===== src/rtl/bclr_pkg.sv =====
// package: constants, register indexes and reset values for the button detector
package bclr_pkg;

  localparam int COUNT_WIDTH_DEF = 8;
  localparam int TIME_W          = 32;
  localparam int CFG_W           = 16;
  localparam int CFG_IDX_W       = 2;
  localparam int OUT_CNT_W       = 8;

  localparam logic [CFG_IDX_W-1:0] REG_ENABLED      = 2'd0;
  localparam logic [CFG_IDX_W-1:0] REG_CLICK_WINDOW = 2'd1;
  localparam logic [CFG_IDX_W-1:0] REG_LONG_PRESS   = 2'd2;
  localparam logic [CFG_IDX_W-1:0] REG_REPEAT       = 2'd3;

  localparam logic             ENABLED_RST      = 1'b1;
  localparam logic [CFG_W-1:0] CLICK_WINDOW_RST = 16'd500;
  localparam logic [CFG_W-1:0] LONG_PRESS_RST   = 16'd1000;
  localparam logic [CFG_W-1:0] REPEAT_RST       = 16'd100;

  localparam logic LEVEL_RELEASED = 1'b1;
  localparam logic LEVEL_PRESSED  = 1'b0;

endpackage


===== src/rtl/bclr_in_if.sv =====
// interface: sample channel carrying button level and timestamp
interface bclr_in_if
  import bclr_pkg::*;
();
  logic              valid;
  logic              ready;
  logic              level;
  logic [TIME_W-1:0] time_ms;

  modport source (output valid, output level, output time_ms, input ready);
  modport sink (input valid, input level, input time_ms, output ready);
endinterface


===== src/rtl/bclr_out_if.sv =====
// interface: result channel carrying event and counter status
interface bclr_out_if
  import bclr_pkg::*;
();
  logic                 valid;
  logic                 ready;
  logic                 changed;
  logic                 cur_level;
  logic [OUT_CNT_W-1:0] pushes;
  logic [OUT_CNT_W-1:0] clicks;
  logic                 is_long;
  logic [OUT_CNT_W-1:0] repeats;

  modport source (
    output valid, output changed, output cur_level, output pushes,
    output clicks, output is_long, output repeats, input ready
  );
  modport sink (
    input valid, input changed, input cur_level, input pushes,
    input clicks, input is_long, input repeats, output ready
  );
endinterface


===== src/rtl/button_click_long_repeat_detector_top.sv =====
// Button multi-click, long-press and auto-repeat detector. Each transfer on
// in_ch is one button sample (level 1 released, 0 pressed, plus a millisecond
// timestamp) and yields exactly one result on out_ch. The block takes one
// sample per clock cycle while out_ch is not stalled; a result passes through
// the input register and then the result register, with the event logic and
// all state update between them. A stalled result stays in the result
// register while one more sample waits in the input register. The user must
// write configuration through cfg_we/cfg_index/cfg_data only while no sample
// is in flight; the block itself does not enforce this.
module button_click_long_repeat_detector_top
  import bclr_pkg::*;
#(
  parameter int COUNT_WIDTH = COUNT_WIDTH_DEF
) (
  input  logic                 clk,
  input  logic                 rst,
  input  logic                 cfg_we,
  input  logic [CFG_IDX_W-1:0] cfg_index,
  input  logic [CFG_W-1:0]     cfg_data,
  bclr_in_if.sink              in_ch,
  bclr_out_if.source           out_ch
);

  localparam int EXT_W = (COUNT_WIDTH > OUT_CNT_W) ? COUNT_WIDTH : OUT_CNT_W;
  localparam logic [COUNT_WIDTH-1:0] CNT_ONE = COUNT_WIDTH'(1);

  // configuration
  logic             enabled;
  logic [CFG_W-1:0] click_window_ms;
  logic [CFG_W-1:0] long_press_ms;
  logic [CFG_W-1:0] repeat_ms;

  always_ff @(posedge clk) begin
    if (rst) begin
      enabled         <= ENABLED_RST;
      click_window_ms <= CLICK_WINDOW_RST;
      long_press_ms   <= LONG_PRESS_RST;
      repeat_ms       <= REPEAT_RST;
    end else if (cfg_we) begin
      unique case (cfg_index)
        REG_ENABLED:      enabled         <= cfg_data[0];
        REG_CLICK_WINDOW: click_window_ms <= cfg_data;
        REG_LONG_PRESS:   long_press_ms   <= cfg_data;
        REG_REPEAT:       repeat_ms       <= cfg_data;
        default:          ;
      endcase
    end
  end

  // input register
  logic              in_valid_r;
  logic              in_level_r;
  logic [TIME_W-1:0] in_time_r;
  logic              advance;

  assign advance     = in_valid_r && (!out_ch.valid || out_ch.ready);
  assign in_ch.ready = !in_valid_r || advance;

  always_ff @(posedge clk) begin
    if (rst) begin
      in_valid_r <= 1'b0;
    end else if (in_ch.ready) begin
      in_valid_r <= in_ch.valid;
    end
  end

  always_ff @(posedge clk) begin
    if (in_ch.valid && in_ch.ready) begin
      in_level_r <= in_ch.level;
      in_time_r  <= in_ch.time_ms;
    end
  end

  // detector state
  logic                   last_level;
  logic [TIME_W-1:0]      press_time;
  logic [TIME_W-1:0]      first_press_time;
  logic [COUNT_WIDTH-1:0] push_counter;
  logic                   long_flag;
  logic [COUNT_WIDTH-1:0] repeat_counter;

  logic                   last_level_next;
  logic [TIME_W-1:0]      press_time_next;
  logic [TIME_W-1:0]      first_press_time_next;
  logic [COUNT_WIDTH-1:0] push_counter_next;
  logic                   long_flag_next;
  logic [COUNT_WIDTH-1:0] repeat_counter_next;
  logic [COUNT_WIDTH-1:0] click_result_next;
  logic                   changed_next;

  logic [TIME_W-1:0]      since_first;
  logic [TIME_W-1:0]      since_press;
  logic [COUNT_WIDTH-1:0] push_inc;

  assign since_first = in_time_r - first_press_time;
  assign since_press = in_time_r - press_time;
  assign push_inc    = push_counter + CNT_ONE;

  always_comb begin
    last_level_next       = last_level;
    press_time_next       = press_time;
    first_press_time_next = first_press_time;
    push_counter_next     = push_counter;
    long_flag_next        = long_flag;
    repeat_counter_next   = repeat_counter;
    click_result_next     = '0;
    changed_next          = 1'b0;
    if (enabled) begin
      last_level_next = in_level_r;
      priority if (in_level_r == LEVEL_RELEASED) begin
        if (push_counter != '0 && since_first > TIME_W'(click_window_ms)) begin
          click_result_next = push_counter;
          push_counter_next = '0;
          changed_next      = 1'b1;
        end
        press_time_next     = '0;
        long_flag_next      = 1'b0;
        repeat_counter_next = '0;
        if (last_level == LEVEL_PRESSED) begin
          changed_next = 1'b1;
        end
      end else if (last_level == LEVEL_RELEASED) begin
        press_time_next   = in_time_r;
        push_counter_next = push_inc;
        if (push_inc == CNT_ONE) begin
          first_press_time_next = in_time_r;
        end
        changed_next = 1'b1;
      end else if (!long_flag) begin
        if (since_press > TIME_W'(long_press_ms)) begin
          long_flag_next  = 1'b1;
          press_time_next = in_time_r;
          changed_next    = 1'b1;
        end
      end else begin
        if (since_press > TIME_W'(repeat_ms)) begin
          repeat_counter_next = repeat_counter + CNT_ONE;
          press_time_next     = in_time_r;
          changed_next        = 1'b1;
        end
      end
    end
  end

  always_ff @(posedge clk) begin
    if (rst) begin
      last_level       <= LEVEL_RELEASED;
      press_time       <= '0;
      first_press_time <= '0;
      push_counter     <= '0;
      long_flag        <= 1'b0;
      repeat_counter   <= '0;
    end else if (advance) begin
      last_level       <= last_level_next;
      press_time       <= press_time_next;
      first_press_time <= first_press_time_next;
      push_counter     <= push_counter_next;
      long_flag        <= long_flag_next;
      repeat_counter   <= repeat_counter_next;
    end
  end

  // result register
  logic [EXT_W-1:0] push_ext;
  logic [EXT_W-1:0] click_ext;
  logic [EXT_W-1:0] repeat_ext;

  assign push_ext   = EXT_W'(push_counter_next);
  assign click_ext  = EXT_W'(click_result_next);
  assign repeat_ext = EXT_W'(repeat_counter_next);

  always_ff @(posedge clk) begin
    if (rst) begin
      out_ch.valid <= 1'b0;
    end else if (advance) begin
      out_ch.valid <= 1'b1;
    end else if (out_ch.ready) begin
      out_ch.valid <= 1'b0;
    end
  end

  always_ff @(posedge clk) begin
    if (advance) begin
      out_ch.changed   <= changed_next;
      out_ch.cur_level <= last_level_next;
      out_ch.pushes    <= push_ext[OUT_CNT_W-1:0];
      out_ch.clicks    <= click_ext[OUT_CNT_W-1:0];
      out_ch.is_long   <= long_flag_next;
      out_ch.repeats   <= repeat_ext[OUT_CNT_W-1:0];
    end
  end

`ifndef SYNTHESIS
  a_clicks_mark_change: assert property (@(posedge clk) disable iff (rst)
    (out_ch.valid && out_ch.clicks != '0) |-> out_ch.changed)
    else $error("click report without change flag");

  a_repeat_needs_long: assert property (@(posedge clk) disable iff (rst)
    (repeat_counter != '0) |-> long_flag)
    else $error("repeat count outside a long press");

  a_released_not_long: assert property (@(posedge clk) disable iff (rst)
    (out_ch.valid && out_ch.cur_level == LEVEL_RELEASED) |-> !out_ch.is_long)
    else $error("long press flagged while released");

  a_stall_holds_sample: assert property (@(posedge clk) disable iff (rst)
    !in_ch.ready |-> (in_valid_r && out_ch.valid && !out_ch.ready))
    else $error("input stalled without a blocked result");
`endif

endmodule


===== src/flat_wrapper.sv =====
// flat-port wrapper written by rule: the top's interface ports become plain ports
module button_click_long_repeat_detector_top_flat import bclr_pkg::*;
#(
  parameter int COUNT_WIDTH = COUNT_WIDTH_DEF
)
  (clk, rst, cfg_we, cfg_index, cfg_data, in_ch_valid, in_ch_level, in_ch_time_ms, in_ch_ready, out_ch_valid, out_ch_changed, out_ch_cur_level, out_ch_pushes, out_ch_clicks, out_ch_is_long, out_ch_repeats, out_ch_ready);
  bclr_in_if in_ch_i ();
  bclr_out_if out_ch_i ();
  input  logic clk;
  input  logic rst;
  input  logic cfg_we;
  input  logic [CFG_IDX_W-1:0] cfg_index;
  input  logic [CFG_W-1:0] cfg_data;
  input wire logic [$bits(in_ch_i.valid)-1:0] in_ch_valid;
  input wire logic [$bits(in_ch_i.level)-1:0] in_ch_level;
  input wire logic [$bits(in_ch_i.time_ms)-1:0] in_ch_time_ms;
  output wire logic [$bits(in_ch_i.ready)-1:0] in_ch_ready;
  output wire logic [$bits(out_ch_i.valid)-1:0] out_ch_valid;
  output wire logic [$bits(out_ch_i.changed)-1:0] out_ch_changed;
  output wire logic [$bits(out_ch_i.cur_level)-1:0] out_ch_cur_level;
  output wire logic [$bits(out_ch_i.pushes)-1:0] out_ch_pushes;
  output wire logic [$bits(out_ch_i.clicks)-1:0] out_ch_clicks;
  output wire logic [$bits(out_ch_i.is_long)-1:0] out_ch_is_long;
  output wire logic [$bits(out_ch_i.repeats)-1:0] out_ch_repeats;
  input wire logic [$bits(out_ch_i.ready)-1:0] out_ch_ready;
  assign in_ch_i.valid = in_ch_valid;
  assign in_ch_i.level = in_ch_level;
  assign in_ch_i.time_ms = in_ch_time_ms;
  assign in_ch_ready = in_ch_i.ready;
  assign out_ch_valid = out_ch_i.valid;
  assign out_ch_changed = out_ch_i.changed;
  assign out_ch_cur_level = out_ch_i.cur_level;
  assign out_ch_pushes = out_ch_i.pushes;
  assign out_ch_clicks = out_ch_i.clicks;
  assign out_ch_is_long = out_ch_i.is_long;
  assign out_ch_repeats = out_ch_i.repeats;
  assign out_ch_i.ready = out_ch_ready;
  button_click_long_repeat_detector_top #(.COUNT_WIDTH(COUNT_WIDTH)) u_core (.clk(clk), .rst(rst), .cfg_we(cfg_we), .cfg_index(cfg_index), .cfg_data(cfg_data), .in_ch(in_ch_i), .out_ch(out_ch_i));
endmodule

===== config.mk =====
export PLATFORM = sky130hd
export DESIGN_NAME = button_click_long_repeat_detector_top_flat
export DESIGN_NICKNAME = d
export VERILOG_FILES = /design/src/rtl/bclr_pkg.sv /design/src/rtl/bclr_in_if.sv /design/src/rtl/bclr_out_if.sv /design/src/rtl/button_click_long_repeat_detector_top.sv /design/src/flat_wrapper.sv
export SDC_FILE = /design/constraint.sdc
export NUM_CORES = 1
export LEC_CHECK = 0
export BUFFER_PORTS_ARGS = -buffer_cell sky130_fd_sc_hd__buf_2
export CAP_MARGIN = 40
export CORE_ASPECT_RATIO = 1.4
export CORE_MARGIN = 2
export CORE_UTILIZATION = 62
export DETAILED_ROUTE_END_ITERATION = 10
export HOLD_SLACK_MARGIN = 0.06
export PLACE_DENSITY = 0.81
export SLEW_MARGIN = 20
export SYNTH_ARGS = -nofsm -noshare
export SYNTH_HDL_FRONTEND = slang
export SYNTH_SLANG_ARGS = --single-unit

===== constraint.sdc =====
create_clock -name clk -period 5.9 [get_ports clk]
set_input_delay 1.18 -clock clk [delete_from_list [all_inputs] [get_ports clk]]
set_output_delay 1.18 -clock clk [all_outputs]
set_load 0.01 [all_outputs]

Yosys cells after proc, flatten, opt, wreduce, memory -nomap -nowiden
Cells that the tools add are included.
Cells by class
  equality and inequality tests: 5
  bitwise logic cells: 1
  multiplexer cells: 28
  add/sub/neg operators: 4
  order comparisons: 3
  reduce and logical (&&, ||, !) cells: 18
Operators with widths (count)
  32-bit two-way mux: 5
  32-bit by 16-bit greater-than comparator with 1-bit output: 3
  8-bit two-way mux: 9
  32-bit subtractor: 2
  8-bit by 1-bit adder with 8-bit output, second input constant: 2
  1-bit two-way mux: 14
  8-bit by 1-bit == test with 1-bit output, second input constant: 1
  2-bit AND reduction: 4
  8-bit nonzero test: 1
  5-bit AND reduction: 1
  2-bit == test, second input constant: 2
  4-bit by 2-bit inequality test with 1-bit output, second input constant: 1
  4-bit AND reduction: 1
  4-bit nonzero test: 1
  1-bit logical AND: 3
  3-bit AND reduction: 1
  2-bit by 1-bit == test with 1-bit output, second input constant: 1
  1-bit zero test: 2
  2-bit zero test: 1
  1-bit logical OR: 2
  2-bit nonzero test: 1
  1-bit inverter: 1
Storage, ports and cells
  register bits: 193
  output and inout bits: 29
  input port bits: 56
  logic and storage cells: 79

Longest topological paths before layout
  word-level depth: 7
  mapped depth: 24
  mapped depth without buffers: 23

Least setup slack after synthesis
No wires, ideal clock.
  path kind: input port to flip-flop
  from: input port out_ch_ready
  to: register u_core.first_press_time[1]
  required time: 5.772 ns
  library setup time: 0.128 ns
  stages: 9
  buffers on the path: 1
  path slack: 1.762 ns
  data arrival time: 4.011 ns
  cells stage by stage: nor2b_1 nand2b_1 inv_1 nand2_1 or3_1 nor4_1 buf_2 mux2i_1 nor2_1
Between the ends
  longest elaborated chain between the ends: 3
RTL lines
  start, declared: line flat_wrapper.sv:25  | input wire logic [$bits(out_ch_i.ready)-1:0] out_ch_ready;
  1-bit logical OR: line button_click_long_repeat_detector_top.sv:56  | assign advance = in_valid_r && (!out_ch.valid || out_ch.ready);
  1-bit logical AND: line button_click_long_repeat_detector_top.sv:56
  named net u_core.advance: line button_click_long_repeat_detector_top.sv:54  | logic advance;
  5-bit AND reduction (no line)
  end signal, assigned: line button_click_long_repeat_detector_top.sv:156  | first_press_time <= first_press_time_next;
  end, declared: line button_click_long_repeat_detector_top.sv:77  | logic [TIME_W-1:0] first_press_time;
The timed path passes the listed nets, and every way through them passes these cells.
A chain may end at the register's enable or synchronous reset.

Worst setup path in the final report
  from: register u_core.in_time_r[4]
  to: register u_core.press_time[2]
Between the ends
  longest elaborated chain between the ends: 4
  elaborated cells on any way between the ends: 6
  those cells by class: add/sub (1); order compare (2); eq/ne (1); reduce/logical (2)
RTL lines
  start, declared: line button_click_long_repeat_detector_top.sv:53  | logic [TIME_W-1:0] in_time_r;
  start signal, assigned: line button_click_long_repeat_detector_top.sv:70  | in_time_r <= in_ch.time_ms;
  32-bit subtractor *: line button_click_long_repeat_detector_top.sv:96  | assign since_press = in_time_r - press_time;
  32-bit by 16-bit greater-than comparator with 1-bit output, on equally long branches: line button_click_long_repeat_detector_top.sv:136, button_click_long_repeat_detector_top.sv:130
  4-bit by 2-bit inequality test with 1-bit output (no line) / 4-bit nonzero test (equally long branches)
  4-bit AND reduction (no line) *
  end signal, assigned: line button_click_long_repeat_detector_top.sv:155  | press_time <= press_time_next;
  end, declared: line button_click_long_repeat_detector_top.sv:76  | logic [TIME_W-1:0] press_time;
Every way passes the cells marked *; elsewhere a longest branch is shown, timed or not.

==> flow_metrics.py <==
metrics = {
    "outcome": {
        "run_status": "complete, no violations",
    },
    "detailed_routing": {
        "detailed_router_s_first_iteration_violation_count": 887,
        "dr_wl_met3_mm": 1.347,
        "routed-wl-met2_mm": 15.33,
        "routed_wl_mm": 30.69,
        "avgViaCountPerCell": 6.089,
        "drt_met1_wl_mm": 12.86,
        "wire_per_inst_um": 16.72,
        "detail_route.drc_violations": 0,
        "route.top_layer_used": "met4",
        "firstDrtPassIters": 6,
        "num_vias": 11170,
        "postRouteAntennaNets": 0,
    },
    "grt": {
        "grt.overflow.total": 0,
        "gr_util_all_layers": 0.2858,
        "grt_max_degree": 62,
        "first_global_vias": 10890,
        "grt_first_pass_wirelength_mm": 51.24,
        "initial_antenna_violation_count": 0,
    },
    "yosys": {
        "synth_edf_count": 60,
        "postSynth.asyncResetShare": 0,
        "synth_seq_cells": 193,
        "ys.warnings.count": 0,
        "post_synth_instance_area_sq_um": 12620,
        "synth_area_per_cell_sq_um": 8.272,
        "synth_cell_types": 73,
        "post_synthesis_net_count": 1697,
        "yosysSeqAreaShare": 0.3537,
        "synth-main-ff-cell": "sky130_fd_sc_hd__dfxtp_1",
        "synthCells": 1526,
    },
    "setup_path": {
        "cp_common_cell": "sky130_fd_sc_hd__a21oi_1",
        "critical_path_peak_fanout": 34,
        "timing.critical_path.arrival_ns": 5.43,
        "worst-endpoint-required_ns": 6.27,
        "setup_crit_path_kind": "reg2reg",
        "worst_setup_path_start_kind": "register",
        "path_buf_inv": 1,
        "critPathCaptureType": "register",
        "critPathSlowestCell": "sky130_fd_sc_hd__nor4b_1",
        "path_cells": "ha_1 > a21o_1 > a31oi_1 > and2_1 > nor2b_1 > o21ai_0 > a21oi_1 > o21ai_0 > nand2b_1 > xor2_1 > ha_1 > a21o_1 > a21o_1 > a21oi_1 > o21ai_0 > a21oi_1 > a31o_2 > mux2i_1 > nor4b_1 > a21oi_4 > buf_16 > nand2b_1 > a21oi_1",
        "timing.critical_path.slowest_cell_delay_ns": 0.55,
        "worst_path_dominant_cell_family": "compound AO/OA/AOI/OAI gates",
        "r2r_slack_ns": 0.84,
    },
    "sta": {
        "timing_max_transition_violations_final": 0,
        "min_period_over_period": 0.8573,
        "final_hold_viol_count": 0,
        "layout_min_cycle_time_ns": 5.058,
        "worstMarginPinSlew_ns": 0.8397,
        "clock_skew_ns": 0.007467,
        "max_freq_ghz": 0.1977,
        "setup_viol": 0,
        "final.setup.tns_ns": 0,
        "rsz0062_at_grt": "no",
        "max-slew-margin-rel": 0.4402,
    },
    "layout": {
        "layout.cells.most_common_list": "sky130_fd_sc_hd__a21oi_1, sky130_fd_sc_hd__nand2_1, sky130_fd_sc_hd__inv_1",
        "layout.cells.most_common": "sky130_fd_sc_hd__a21oi_1",
        "syn2layout_area_growth_pct": 9.406,
        "layout-drive-gt1-share": 0.08528,
        "insertedDiodeCount": 0,
        "nNetsFinal": 1741,
        "final_area_sq_um": 13810,
    },
    "clock_network": {
        "cts_sinks": 193,
        "hold_buffers": 0,
        "h-tree-depth": 4,
        "post_cts_buffers": 0,
        "clk_latency_ns": 0.45,
        "clock-root-buffer": "sky130_fd_sc_hd__clkbuf_16",
        "cts_tree": "done",
        "post_cts.resized_instances": 0,
        "cts_inserted_buffers": 17,
        "cts.clk_slew.worst_paths_ns": 0.07,
        "ctsLongestPathBuffers": 2,
    },
    "place": {
        "place_hpwl_mm": 23.20,
        "dp_area_sq_um": 13220,
        "numPortBuffers": 84,
        "gp_congestion": 0.9342,
    },
    "floorplanning": {
        "floorplan.die.height_um": 172.8,
        "initial_utilization": 0.6337,
        "floorplan_row_count": 61,
        "design.portCount": 85,
        "die_span_in_x_um": 124.6,
        "core_area_sq_um": 19920,
        "die-area_sq_um": 21530,
    },
    "power_and_ir_drop": {
        "total_leakage_power_nw": 5.267,
        "peakVddDrop_mv": 0.1662,
        "powerDensity_nw_per_um2": 245.8,
        "power.total_w": 0.003394,
    },
    "job": {
        "maxCapViolations": 0,
    },
    "min_path": {
        "class_of_the_most_critical_hold_timing_path": "reg2reg",
    },
}
-- through the flow --
step	util	hold slack, ns	instances	setup slack (ns)
global placement	0.6603	0.4420	1800	1.021
detailed placement	0.6635	0.4472	1803	0.9753
CTS	0.6933	0.4559	1835	0.9224
global route	0.6933	0.4744	1835	0.4427
finish	0.6933	0.4561	1835	0.8420
floorplan	-	0.4363	1526	1.762
-- cells by family after synthesis --
logic type / Yosys count / synth area share
buf+inv: 215 / 0.06522
fa+ha+maj: 115 / 0.1152
compound gates: 396 / 0.1921
simple gates: 502 / 0.1968
flops: 193 / 0.3537
mux: 42 / 0.03330
xor+xnor: 63 / 0.04371
-- synth_stat cells, types with 3 or more instances --
cell type | n | share of area
sky130_fd_sc_hd__o211ai_1 | 27 | 0.016
sky130_fd_sc_hd__nand4_1 | 28 | 0.014
sky130_fd_sc_hd__nor3b_1 | 5 | 0.0030
sky130_fd_sc_hd__a32o_1 | 3 | 0.0024
sky130_fd_sc_hd__a21boi_0 | 4 | 0.0024
sky130_fd_sc_hd__edfxtp_1 | 60 | 0.14
sky130_fd_sc_hd__or2_2 | 3 | 0.0015
sky130_fd_sc_hd__o31ai_1 | 5 | 0.0030
sky130_fd_sc_hd__o22ai_1 | 13 | 0.0064
sky130_fd_sc_hd__nor2_1 | 115 | 0.034
sky130_fd_sc_hd__a41o_1 | 3 | 0.0024
sky130_fd_sc_hd__o21bai_1 | 6 | 0.0036
sky130_fd_sc_hd__buf_2 | 6 | 0.0024
sky130_fd_sc_hd__nand3b_1 | 32 | 0.019
sky130_fd_sc_hd__clkbuf_1 | 58 | 0.017
sky130_fd_sc_hd__inv_1 | 147 | 0.044
sky130_fd_sc_hd__xnor2_1 | 50 | 0.035
sky130_fd_sc_hd__a21oi_1 | 182 | 0.072
sky130_fd_sc_hd__a22oi_1 | 3 | 0.0018
sky130_fd_sc_hd__or3_1 | 8 | 0.0040
sky130_fd_sc_hd__o221ai_1 | 3 | 0.0021
sky130_fd_sc_hd__and2_1 | 10 | 0.0050
sky130_fd_sc_hd__nand3_1 | 24 | 0.0095
sky130_fd_sc_hd__and3_1 | 12 | 0.0059
sky130_fd_sc_hd__o21ai_0 | 49 | 0.019
sky130_fd_sc_hd__o21a_1 | 11 | 0.0065
sky130_fd_sc_hd__dfxtp_1 | 133 | 0.21
sky130_fd_sc_hd__nor4_1 | 11 | 0.0055
sky130_fd_sc_hd__o2111ai_1 | 4 | 0.0028
sky130_fd_sc_hd__o21ai_1 | 5 | 0.0020
sky130_fd_sc_hd__nand2b_1 | 36 | 0.018
sky130_fd_sc_hd__xor2_1 | 13 | 0.0090
sky130_fd_sc_hd__a21o_1 | 32 | 0.019
sky130_fd_sc_hd__a211oi_1 | 8 | 0.0048
sky130_fd_sc_hd__ha_1 | 113 | 0.11
sky130_fd_sc_hd__nor2b_1 | 11 | 0.0055
sky130_fd_sc_hd__a31oi_1 | 10 | 0.0050
sky130_fd_sc_hd__o41ai_1 | 4 | 0.0028
sky130_fd_sc_hd__nand2_1 | 156 | 0.046
sky130_fd_sc_hd__nor3_1 | 38 | 0.015
sky130_fd_sc_hd__mux2i_1 | 42 | 0.033
-- where the power goes --
group          internal, W  switching (W)
Sequential         0.00142      0.0000397
Clock             0.000667       0.000513
Combinational     0.000304       0.000449
Total              0.00239        0.00100
-- registers in the layout (all words and copies together) (netlist names), 8 cells and up --
signal,cells
u_core.first_press_time,32
u_core.push_counter,8
u_core.out_ch.repeats,8
u_core.click_window_ms,16
u_core.out_ch.pushes,8
u_core.press_time,32
u_core.repeat_ms,16
u_core.long_press_ms,16
u_core.in_time_r,32
u_core.out_ch.clicks,8
u_core.repeat_counter,8
-- per-layer routing --
metal	vias to the layer above	global-route usage
li1	5489	-
met1	5221	0.3448
met2	375	0.5107
met3	88	0.03496
met4	0	0.1231
met5	-	0
-- worst register-to-register path, stage by stage (launching register included) --
cell and delay, ns:
sky130_fd_sc_hd__edfxtp_1 0.45, sky130_fd_sc_hd__ha_1 0.40, sky130_fd_sc_hd__a21o_1 0.24, sky130_fd_sc_hd__a31oi_1 0.22, sky130_fd_sc_hd__and2_1 0.21, sky130_fd_sc_hd__nor2b_1 0.05
sky130_fd_sc_hd__o21ai_0 0.20, sky130_fd_sc_hd__a21oi_1 0.13, sky130_fd_sc_hd__o21ai_0 0.16, sky130_fd_sc_hd__nand2b_1 0.08, sky130_fd_sc_hd__xor2_1 0.22, sky130_fd_sc_hd__ha_1 0.29
sky130_fd_sc_hd__a21o_1 0.16, sky130_fd_sc_hd__a21o_1 0.17, sky130_fd_sc_hd__a21oi_1 0.13, sky130_fd_sc_hd__o21ai_0 0.09, sky130_fd_sc_hd__a21oi_1 0.14, sky130_fd_sc_hd__a31o_2 0.16
sky130_fd_sc_hd__mux2i_1 0.07, sky130_fd_sc_hd__nor4b_1 0.55, sky130_fd_sc_hd__a21oi_4 0.32, sky130_fd_sc_hd__buf_16 0.26, sky130_fd_sc_hd__nand2b_1 0.16, sky130_fd_sc_hd__a21oi_1 0.13
-- layout make-up --
cell class,count,area (sq um)
multi-input cells,1118,7355
flip-flops and latches,193,4464
inverters,147,551.8
well taps,252,315.3
clock buffers,19,432.9
clock inverters,13,161.4
fillers,1635,6110
repair buffers,93,530.5
-- final timing paths --
check	cells past startpoint	to	startpoint
min	2	u_core.click_window_ms[3]	u_core.click_window_ms[3]
max reg2reg	23	u_core.press_time[2]	u_core.in_time_r[4]
min reg2reg	2	u_core.click_window_ms[3]	u_core.click_window_ms[3]
max	23	u_core.press_time[2]	u_core.in_time_r[4]
Note: power is estimated with default switching activity, not from simulation.
